<file path="src/rtl/assert_macros.svh">
// Assertion macros shared by the RTL; empty when building for synthesis.
`ifndef ASSERT_MACROS_SVH
`define ASSERT_MACROS_SVH

`ifndef SYNTHESIS
// Check a property on every rising clk edge, ignored while rst_n is low.
`define SLCP_ASSERT(lbl, prop, msg) \
    lbl: assert property (@(posedge clk) disable iff (!rst_n) (prop)) else $error(msg);
// Check that a condition implies a consequence in the same cycle.
`define SLCP_ASSERT_IMPLY(lbl, cond, cons, msg) \
    lbl: assert property (@(posedge clk) disable iff (!rst_n) (cond) |-> (cons)) \
        else $error(msg);
`else
`define SLCP_ASSERT(lbl, prop, msg)
`define SLCP_ASSERT_IMPLY(lbl, cond, cons, msg)
`endif

`endif

</file>
<file path="src/rtl/slcp_pkg.sv">
package slcp_pkg;

    // Widths of the request and result fields
    localparam int unsigned BYTE_W    = 8;
    localparam int unsigned IDENT_W   = 12;
    localparam int unsigned LEN_W     = 4;
    localparam int unsigned PAYLOAD_W = 64;
    localparam int unsigned STATUS_W  = 2;
    localparam int unsigned DCNT_W    = 5;

    localparam int unsigned MAX_DATA_BYTES = 8;
    localparam int unsigned IDENT_DIGITS   = 3;

    // Characters of the serial protocol
    localparam logic [BYTE_W-1:0] CHR_T  = 8'h74;
    localparam logic [BYTE_W-1:0] CHR_CR = 8'h0D;

    typedef enum logic [2:0] {
        PH_HUNT  = 3'd0,
        PH_IDENT = 3'd1,
        PH_LEN   = 3'd2,
        PH_DATA  = 3'd3,
        PH_TERM  = 3'd4
    } phase_t;

    typedef enum logic [STATUS_W-1:0] {
        ST_OK      = 2'd0,
        ST_BADHEX  = 2'd1,
        ST_TOOLONG = 2'd2,
        ST_NOTERM  = 2'd3
    } status_t;

    // Held byte from the input register
    typedef struct packed {
        logic              valid;
        logic [BYTE_W-1:0] data;
    } rx_hold_t;

    // One result from the decoder towards the output register
    typedef struct packed {
        logic                 valid;
        status_t              status;
        logic [IDENT_W-1:0]   ident;
        logic [LEN_W-1:0]     length;
        logic [PAYLOAD_W-1:0] payload;
    } result_t;

    typedef struct packed {
        logic       ok;
        logic [3:0] val;
    } hex_t;

    // Decode one ASCII hex digit, either case
    function automatic hex_t hex_decode(input logic [BYTE_W-1:0] c);
        hex_t h;
        h.ok  = 1'b1;
        h.val = 4'd0;
        if (c >= 8'h30 && c <= 8'h39)
        begin
            h.val = 4'(c - 8'h30);
        end
        else if (c >= 8'h41 && c <= 8'h46)
        begin
            h.val = 4'(c - 8'h37);
        end
        else if (c >= 8'h61 && c <= 8'h66)
        begin
            h.val = 4'(c - 8'h57);
        end
        else
        begin
            h.ok = 1'b0;
        end
        return h;
    endfunction

endpackage

</file>
<file path="src/rtl/slcp_ifs.sv">
interface slcp_rx_if;
    import slcp_pkg::*;

    logic              valid;
    logic              ready;
    logic [BYTE_W-1:0] rx_byte;

    modport source (output valid, output rx_byte, input ready);
    modport sink (input valid, input rx_byte, output ready);
endinterface

interface slcp_frame_if;
    import slcp_pkg::*;

    logic                 valid;
    logic                 ready;
    logic [STATUS_W-1:0]  status;
    logic [IDENT_W-1:0]   ident;
    logic [LEN_W-1:0]     length;
    logic [PAYLOAD_W-1:0] payload;

    modport source (output valid, output status, output ident, output length,
                    output payload, input ready);
    modport sink (input valid, input status, input ident, input length,
                  input payload, output ready);
endinterface

</file>
<file path="src/rtl/slcp_in_stage.sv">
module slcp_in_stage (
    input  logic               clk,
    input  logic               rst_n,
    slcp_rx_if.sink            rx,
    input  logic               slot_free,
    output slcp_pkg::rx_hold_t held,
    output logic               advance
);
    import slcp_pkg::*;

    logic              valid_reg;
    logic [BYTE_W-1:0] data_reg;

    // Step the decoder when a byte is held and the result slot can take it
    assign advance  = valid_reg && slot_free;
    assign rx.ready = !valid_reg || advance;

    assign held.valid = valid_reg;
    assign held.data  = data_reg;

    // Capture the next request, drop the held one once decoded
    always_ff @(posedge clk or negedge rst_n)
    begin
        if (!rst_n)
        begin
            valid_reg <= 1'b0;
        end
        else if (rx.ready)
        begin
            valid_reg <= rx.valid;
        end
    end

    always_ff @(posedge clk)
    begin
        if (rx.ready && rx.valid)
        begin
            data_reg <= rx.rx_byte;
        end
    end

endmodule

</file>
<file path="src/rtl/slcp_decoder.sv">
`include "assert_macros.svh"

module slcp_decoder (
    input  logic                clk,
    input  logic                rst_n,
    input  logic                step,
    input  slcp_pkg::rx_hold_t  held,
    output slcp_pkg::result_t   res
);
    import slcp_pkg::*;

    phase_t               phase_reg, phase_next;
    logic [IDENT_W-1:0]   ident_reg, ident_next;
    logic [LEN_W-1:0]     length_reg, length_next;
    logic [PAYLOAD_W-1:0] payload_reg, payload_next;
    logic [DCNT_W-1:0]    dcnt_reg, dcnt_next;

    hex_t              hx;
    logic [DCNT_W-1:0] dcnt_inc;
    logic [5:0]        shift;
    logic              len_too_big;

    assign hx          = hex_decode(held.data);
    assign dcnt_inc    = dcnt_reg + DCNT_W'(1);
    // High nibble of each byte comes first
    assign shift       = {dcnt_reg[3:1], ~dcnt_reg[0], 2'b00};
    assign len_too_big = {1'b0, hx.val} > (LEN_W+1)'(MAX_DATA_BYTES);

    // Next state and accumulators
    always_comb
    begin
        phase_next   = phase_reg;
        ident_next   = ident_reg;
        length_next  = length_reg;
        payload_next = payload_reg;
        dcnt_next    = dcnt_reg;
        if (step)
        begin
            unique case (phase_reg)
                PH_HUNT:
                begin
                    if (held.data == CHR_T)
                    begin
                        ident_next   = '0;
                        length_next  = '0;
                        payload_next = '0;
                        dcnt_next    = '0;
                        phase_next   = PH_IDENT;
                    end
                end
                PH_IDENT:
                begin
                    if (!hx.ok)
                    begin
                        phase_next = PH_HUNT;
                    end
                    else
                    begin
                        ident_next = {ident_reg[IDENT_W-5:0], hx.val};
                        dcnt_next  = dcnt_inc;
                        if (dcnt_inc >= DCNT_W'(IDENT_DIGITS))
                        begin
                            dcnt_next  = '0;
                            phase_next = PH_LEN;
                        end
                    end
                end
                PH_LEN:
                begin
                    if (!hx.ok || len_too_big)
                    begin
                        phase_next = PH_HUNT;
                    end
                    else
                    begin
                        length_next = hx.val;
                        dcnt_next   = '0;
                        phase_next  = (hx.val == '0) ? PH_HUNT : PH_DATA;
                    end
                end
                PH_DATA:
                begin
                    if (!hx.ok)
                    begin
                        phase_next = PH_HUNT;
                    end
                    else
                    begin
                        payload_next = payload_reg | (PAYLOAD_W'(hx.val) << shift);
                        dcnt_next    = dcnt_inc;
                        if (dcnt_inc >= {length_reg, 1'b0})
                        begin
                            dcnt_next  = '0;
                            phase_next = PH_TERM;
                        end
                    end
                end
                PH_TERM:
                begin
                    phase_next = PH_HUNT;
                end
                default:
                begin
                    phase_next = PH_HUNT;
                end
            endcase
        end
    end

    // Result for the byte being decoded
    always_comb
    begin
        res = '0;
        if (step)
        begin
            unique case (phase_reg)
                PH_IDENT:
                begin
                    if (!hx.ok)
                    begin
                        res.valid  = 1'b1;
                        res.status = ST_BADHEX;
                    end
                end
                PH_LEN:
                begin
                    if (!hx.ok)
                    begin
                        res.valid  = 1'b1;
                        res.status = ST_BADHEX;
                    end
                    else if (len_too_big)
                    begin
                        res.valid  = 1'b1;
                        res.status = ST_TOOLONG;
                    end
                    else if (hx.val == '0)
                    begin
                        res.valid   = 1'b1;
                        res.status  = ST_OK;
                        res.ident   = ident_reg;
                        res.length  = hx.val;
                        res.payload = payload_reg;
                    end
                end
                PH_DATA:
                begin
                    if (!hx.ok)
                    begin
                        res.valid  = 1'b1;
                        res.status = ST_BADHEX;
                    end
                end
                PH_TERM:
                begin
                    res.valid = 1'b1;
                    if (held.data == CHR_CR)
                    begin
                        res.status  = ST_OK;
                        res.ident   = ident_reg;
                        res.length  = length_reg;
                        res.payload = payload_reg;
                    end
                    else
                    begin
                        res.status = ST_NOTERM;
                    end
                end
                default:
                begin
                    res = '0;
                end
            endcase
        end
    end

    always_ff @(posedge clk or negedge rst_n)
    begin
        if (!rst_n)
        begin
            phase_reg <= PH_HUNT;
            dcnt_reg  <= '0;
        end
        else
        begin
            phase_reg <= phase_next;
            dcnt_reg  <= dcnt_next;
        end
    end

    always_ff @(posedge clk)
    begin
        ident_reg   <= ident_next;
        length_reg  <= length_next;
        payload_reg <= payload_next;
    end

    `SLCP_ASSERT_IMPLY(a_err_fields_zero, res.valid && res.status != ST_OK,
        res.ident == '0 && res.length == '0 && res.payload == '0,
        "error result carries data")
    `SLCP_ASSERT(a_result_rehunts, res.valid |=> phase_reg == PH_HUNT,
        "decoder not hunting after a result")
    `SLCP_ASSERT_IMPLY(a_ident_count, phase_reg == PH_IDENT,
        dcnt_reg < DCNT_W'(IDENT_DIGITS), "identifier digit count overrun")
    `SLCP_ASSERT_IMPLY(a_data_count, phase_reg == PH_DATA,
        length_reg != '0 && dcnt_reg < {length_reg, 1'b0}, "data digit count overrun")

endmodule

</file>
<file path="src/rtl/slcp_out_stage.sv">
module slcp_out_stage (
    input  logic              clk,
    input  logic              rst_n,
    input  logic              advance,
    input  slcp_pkg::result_t res,
    output logic              slot_free,
    slcp_frame_if.source      frame
);
    import slcp_pkg::*;

    logic                 valid_reg;
    status_t              status_reg;
    logic [IDENT_W-1:0]   ident_reg;
    logic [LEN_W-1:0]     length_reg;
    logic [PAYLOAD_W-1:0] payload_reg;
    logic                 load;

    assign slot_free = !valid_reg || frame.ready;
    assign load      = advance && res.valid;

    assign frame.valid   = valid_reg;
    assign frame.status  = status_reg;
    assign frame.ident   = ident_reg;
    assign frame.length  = length_reg;
    assign frame.payload = payload_reg;

    // Hold the result until taken, refill when a new one arrives
    always_ff @(posedge clk or negedge rst_n)
    begin
        if (!rst_n)
        begin
            valid_reg <= 1'b0;
        end
        else if (load)
        begin
            valid_reg <= 1'b1;
        end
        else if (frame.ready)
        begin
            valid_reg <= 1'b0;
        end
    end

    always_ff @(posedge clk)
    begin
        if (load)
        begin
            status_reg  <= res.status;
            ident_reg   <= res.ident;
            length_reg  <= res.length;
            payload_reg <= res.payload;
        end
    end

endmodule

</file>
<file path="src/rtl/slcan_ascii_frame_parser.sv">
// Channel  Dir  Handshake      Payload
// rx       in   valid/ready    rx_byte[7:0]
// frame    out  valid/ready    status[1:0] ident[11:0] length[3:0] payload[63:0]
//
// One byte is taken per cycle unless an untaken result holds the decoder; a byte is
// decoded from the input register and its result, if any, is registered onto frame.
// The decode step is a single pass from the input register to the output register.
// Reset clears the valid flags and returns the decoder to hunting for 't'.
// A result not yet taken holds the decoder; rx stays ready while the input
// register is empty.
module slcan_ascii_frame_parser (
    input  logic         clk,
    input  logic         rst_n,
    slcp_rx_if.sink      rx,
    slcp_frame_if.source frame
);
    import slcp_pkg::*;

    rx_hold_t held;
    result_t  res;
    logic     advance;
    logic     slot_free;

    slcp_in_stage u_in (
        .clk       (clk),
        .rst_n     (rst_n),
        .rx        (rx),
        .slot_free (slot_free),
        .held      (held),
        .advance   (advance)
    );

    slcp_decoder u_dec (
        .clk   (clk),
        .rst_n (rst_n),
        .step  (advance),
        .held  (held),
        .res   (res)
    );

    slcp_out_stage u_out (
        .clk       (clk),
        .rst_n     (rst_n),
        .advance   (advance),
        .res       (res),
        .slot_free (slot_free),
        .frame     (frame)
    );

endmodule

</file>
<file path="src/flat_wrapper.sv">
// flat-port wrapper written by rule: the top's interface ports become plain ports
module slcan_ascii_frame_parser_flat import slcp_pkg::*;
  (clk, rst_n, rx_valid, rx_rx_byte, rx_ready, frame_valid, frame_status, frame_ident, frame_length, frame_payload, frame_ready);
  slcp_rx_if rx_i ();
  slcp_frame_if frame_i ();
  input  logic clk;
  input  logic rst_n;
  input wire logic [$bits(rx_i.valid)-1:0] rx_valid;
  input wire logic [$bits(rx_i.rx_byte)-1:0] rx_rx_byte;
  output wire logic [$bits(rx_i.ready)-1:0] rx_ready;
  output wire logic [$bits(frame_i.valid)-1:0] frame_valid;
  output wire logic [$bits(frame_i.status)-1:0] frame_status;
  output wire logic [$bits(frame_i.ident)-1:0] frame_ident;
  output wire logic [$bits(frame_i.length)-1:0] frame_length;
  output wire logic [$bits(frame_i.payload)-1:0] frame_payload;
  input wire logic [$bits(frame_i.ready)-1:0] frame_ready;
  assign rx_i.valid = rx_valid;
  assign rx_i.rx_byte = rx_rx_byte;
  assign rx_ready = rx_i.ready;
  assign frame_valid = frame_i.valid;
  assign frame_status = frame_i.status;
  assign frame_ident = frame_i.ident;
  assign frame_length = frame_i.length;
  assign frame_payload = frame_i.payload;
  assign frame_i.ready = frame_ready;
  slcan_ascii_frame_parser u_core (.clk(clk), .rst_n(rst_n), .rx(rx_i), .frame(frame_i));
endmodule
</file>
<file path="config.mk">
export PLATFORM = sky130hd
export DESIGN_NAME = slcan_ascii_frame_parser_flat
export DESIGN_NICKNAME = d
export VERILOG_FILES = /design/src/rtl/slcp_pkg.sv /design/src/rtl/slcp_ifs.sv /design/src/rtl/slcp_in_stage.sv /design/src/rtl/slcp_decoder.sv /design/src/rtl/slcp_out_stage.sv /design/src/rtl/slcan_ascii_frame_parser.sv /design/src/flat_wrapper.sv
export VERILOG_INCLUDE_DIRS = /design/src /design/src/rtl
export SDC_FILE = /design/constraint.sdc
export NUM_CORES = 1
export LEC_CHECK = 0
export BUFFER_PORTS_ARGS = -buffer_cell sky130_fd_sc_hd__buf_2
export CAP_MARGIN = 10
export CORE_ASPECT_RATIO = 0.9
export CORE_MARGIN = 2
export CORE_UTILIZATION = 58
export CTS_CLUSTER_DIAMETER = 200
export CTS_CLUSTER_SIZE = 25
export DETAILED_ROUTE_END_ITERATION = 10
export PLACE_DENSITY_LB_ADDON = 0.12
export SYNTH_ARGS = -nofsm -noshare
export SYNTH_HDL_FRONTEND = slang
export SYNTH_SLANG_ARGS = --single-unit
export TNS_END_PERCENT = 20
</file>
<file path="constraint.sdc">
create_clock -name clk -period 9.25 [get_ports clk]
set_input_delay 1.85 -clock clk [delete_from_list [all_inputs] [get_ports clk]]
set_output_delay 1.85 -clock clk [all_outputs]
set_load 0.01 [all_outputs]
</file>
==> impl_summary.txt <==
----------------------------------------------------
[Placement]
  Global placement routability congestion ... 0.883
  Count of input and output buffers ... 95
  Detailed-placement wirelength estimate ... 10.1 mm
  DP Worst Slack ... 4710 ps
  Number of instances in the placed design ... approximately 840

[Synth]
  Simple-gate portion of the synthesized area ... between 15 and 20%
  Share of flip-flops with an asynchronous set or reset ... 5.56%
  Warnings, synthesis ... 0
  Post-Synth Adder-Cell Area ... 1.60%
  Yosys top cell area share ... approximately 65%
  Mean cell area of the mapped netlist ... 13.0 um2
  Post-synthesis xor/xnor area fraction ... 0.447%
  Cell count after synthesis ... 604
  Dominant combinational cell family by area after synthesis ... simple AND/OR/NAND/NOR gates
  Post-synth EDFFs ... 170
  Netlist cell types ... 55
  Top-count cell post-synth ... sky130_fd_sc_hd__edfxtp_1
  Complex-gate fraction of the synthesized area ... 10.0%
  Number of nets produced by synthesis ... 626
  Portion of the post-synthesis area used by sequential elements ... a little under 70%
  Cell area after technology mapping ... 0.00783 mm2
  Cell accounting for the most synthesized area ... sky130_fd_sc_hd__edfxtp_1
  Synth area leaders ... sky130_fd_sc_hd__edfxtp_1 (65%), sky130_fd_sc_hd__and2_1 (7.3%), sky130_fd_sc_hd__nor2_1 (4.2%)
  Proportion of synthesized area in mux cells ... 0%
  Synth top cells by count ... sky130_fd_sc_hd__edfxtp_1 (170), sky130_fd_sc_hd__and2_1 (91), sky130_fd_sc_hd__nor2_1 (88)
  Register bit total from synthesis ... 180
  Leading register cell type out of synthesis ... sky130_fd_sc_hd__edfxtp_1

[Global route]
  Number of antenna violations at the first check in global routing ... 0
  First-pass GRT wire length ... roughly 26 mm
  Vias in the first global route ... 4,937
  Global-route usage over all layers ... ~23%
  Total congestion overflow ... 0
  Pin count of the biggest net entering global routing ... 65

[Timing]
  Fmax ... ~240 MHz
  Final hold viol count ... 0
  Worst slew margin ... 43.1%
  Pin slew with the least headroom to its limit ... approximately 850 ps
  Skew final ... 7.58 ps
  RSZ-0062 raised after global routing ... false
  Share of the clock period used by the worst path ... ~45%
  Count of endpoints failing setup in the final report ... 0
  Post-layout minimum cycle time ... 4200 ps
  Aggregate negative setup slack ... 0 ps
  Max Slew Vio Count ... 0
  Worst setup margin ... a little over 5000 ps

[Clock network]
  Insertion delay to the later sink of the worst-skew pair ... 420 ps
  CTS tree ... done
  Postcts setup bufs ... 0
  Max Root-Sink Buffers ... 2
  Total number of clock tree sinks ... 180
  CTS Hold Bufs ... 0
  Library cell used as clock root buffer ... sky130_fd_sc_hd__clkbuf_16
  CTS-repair resized insts ... 0
  Clk slew on worst S/H paths ... approximately 60 ps
  Number of buffers created by CTS ... 17
  Number of levels in the clock H-tree ... 4

[Final layout]
  Filler cells ... 927
  Antenna diodes ... 0
  Final Core Density ... 68.3%
  Layout area overhead ... 15.6%
  Non-filler instance count after layout ... 874
  Nets ... 717
  Fraction of final layout cells with drive strength greater than 1 ... a little over 20%

[Die]
  Die height ... 114 um
  Core Rows ... 40
  Core Region ... about 0.013 mm2
  Initial core utilization ... 59.1%
  Die width ... 126 um
  Io pins ... 96
  Die outline area ... 0.0145 mm2

[Setup path]
  Most common cell type on the critical path ... sky130_fd_sc_hd__buf_2
  Maximum cell stage delay along the critical path ... around 150 ps
  Critical Setup Path Class ... in2out
  Library cell contributing the largest single delay on the critical path ... sky130_fd_sc_hd__nor2b_1
  Crit path capture type ... output port
  Data arrival time of the worst path ... 2350 ps
  Setup slack, reg-to-reg ... 5290 ps
  Critical-path cell list ... buf_2 -> nor2b_1 -> nand2_1 -> buf_2
  Startpoint type of the worst setup path ... primary input
  Top Family by Delay on Critical Path ... buffers and inverters
  Buffers and inverters on the worst path ... 2
  Worst EP required ... around 7400 ps
  Maximum net fanout on the critical path ... 3

[Hold path]
  Path class of the lowest-slack min-delay path ... reg2reg

[Pwr]
  Peak supply drop ... 0.000251 V
  Static power due to leakage ... about 0.0034 uW
  Power per Cell Area ... 254 mW/mm2

[Drt]
  DRC marker count from the first detailed-route iteration ... 518
  Drc violations ... 0
  Routed wire length ... 16.2 mm
  Drt wl/cell ... 18.5 um
  Via total after detailed routing ... 5,064
  Detailed-router iteration count before antenna repair ... 4
  DR vias/cell ... approximately 5.8
  Antenna violation net count after detailed routing ... 0

[Job]
  Max Cap Violations ... 0

[Outcome]
  Result of the run ... finished clean

----------------------------------------------------
==> routing by layer <==
metal / GRT usage (%) / wire, um / vias to the layer above
met5: 0 / 0 / -
met1: 32.5 / 7130 / 2502
met4: 6.08 / 233 / 0
li1: - / - / 2357
met2: 36.3 / 7800 / 183
met3: 5.89 / 1010 / 22
==> stage by stage <==
| step | area, um2 | power (uW) | hold slack [ps] |
|---|---|---|---|
| after floorplan | 7830 | 1420 | 497 |
| after global placement | 8430 | 1540 | 502 |
| after detailed placement | 8430 | 1560 | 509 |
| after CTS | 9030 | 2290 | 524 |
| after global routing | 9060 | 2390 | 542 |
| final | 9060 | 2300 | 521 |
==> placed cells by master, fill, tap and decap left out, types with 4 or more instances in the layout <==
cell and n:
sky130_fd_sc_hd__edfxtp_1 170, sky130_fd_sc_hd__nor2_1 88, sky130_fd_sc_hd__or3_1 4, sky130_fd_sc_hd__o21a_1 19, sky130_fd_sc_hd__bufinv_16 4, sky130_fd_sc_hd__dfrtp_1 10
sky130_fd_sc_hd__clkbuf_16 17, sky130_fd_sc_hd__nand3_1 11, sky130_fd_sc_hd__and2_1 91, sky130_fd_sc_hd__nand2_1 17, sky130_fd_sc_hd__inv_1 13, sky130_fd_sc_hd__a31oi_1 10
sky130_fd_sc_hd__nor2b_1 4, sky130_fd_sc_hd__buf_2 95, sky130_fd_sc_hd__nand2b_1 5, sky130_fd_sc_hd__nor3_1 13, sky130_fd_sc_hd__ha_1 10, sky130_fd_sc_hd__a21oi_1 46
sky130_fd_sc_hd__buf_4 7, sky130_fd_sc_hd__o21ai_0 8
==> area by class of cell <==
type	instances	area [um2]	area share (%)
Sequential cell	180	5360	59.1
Multi-Input combinational cell	380	2290	25.3
Timing Repair Buffer	103	556	6.13
Clock buffer	20	437	4.82
Tap cell	168	210	2.32
Clock inverter	10	158	1.74
Inverter	13	48.8	0.539
==> path summary, 6_finish.rpt <==
| path | start | cells after the start | endpoint |
|---|---|---|---|
| worst max-delay path | frame_ready | 4 | rx_ready |
| worst min-delay path | u_core.u_dec.ident_reg[11] | 1 | u_core.u_out.frame.ident[11] |
| worst max register to register | u_core.u_in.data_reg[0] | 9 | u_core.u_out.frame.payload[32] |
| worst min register to register | u_core.u_dec.ident_reg[11] | 1 | u_core.u_out.frame.ident[11] |
| max in group asynchronous | rst_n | 1 | u_core.u_dec.dcnt_reg[2] |
| min in group asynchronous | rst_n | 1 | u_core.u_dec.dcnt_reg[0] |
==> power by group <==
group | switching (uW) | internal (uW) | total, uW
clock | 286 | 448 | 734
combinational | 272 | 126 | 399
sequential | 70.9 | 1090 | 1160
total | 629 | 1670 | 2300
==> cell families after synthesis <==
family | count (synthesis)
and+or+nand+nor | 252
xor gates and xnor gates | 4
buffers and inverters | 44
AOI/OAI and AO/OA | 114
adders and majority gates | 10
DFF | 180
(Power assumes the default switching activity.)
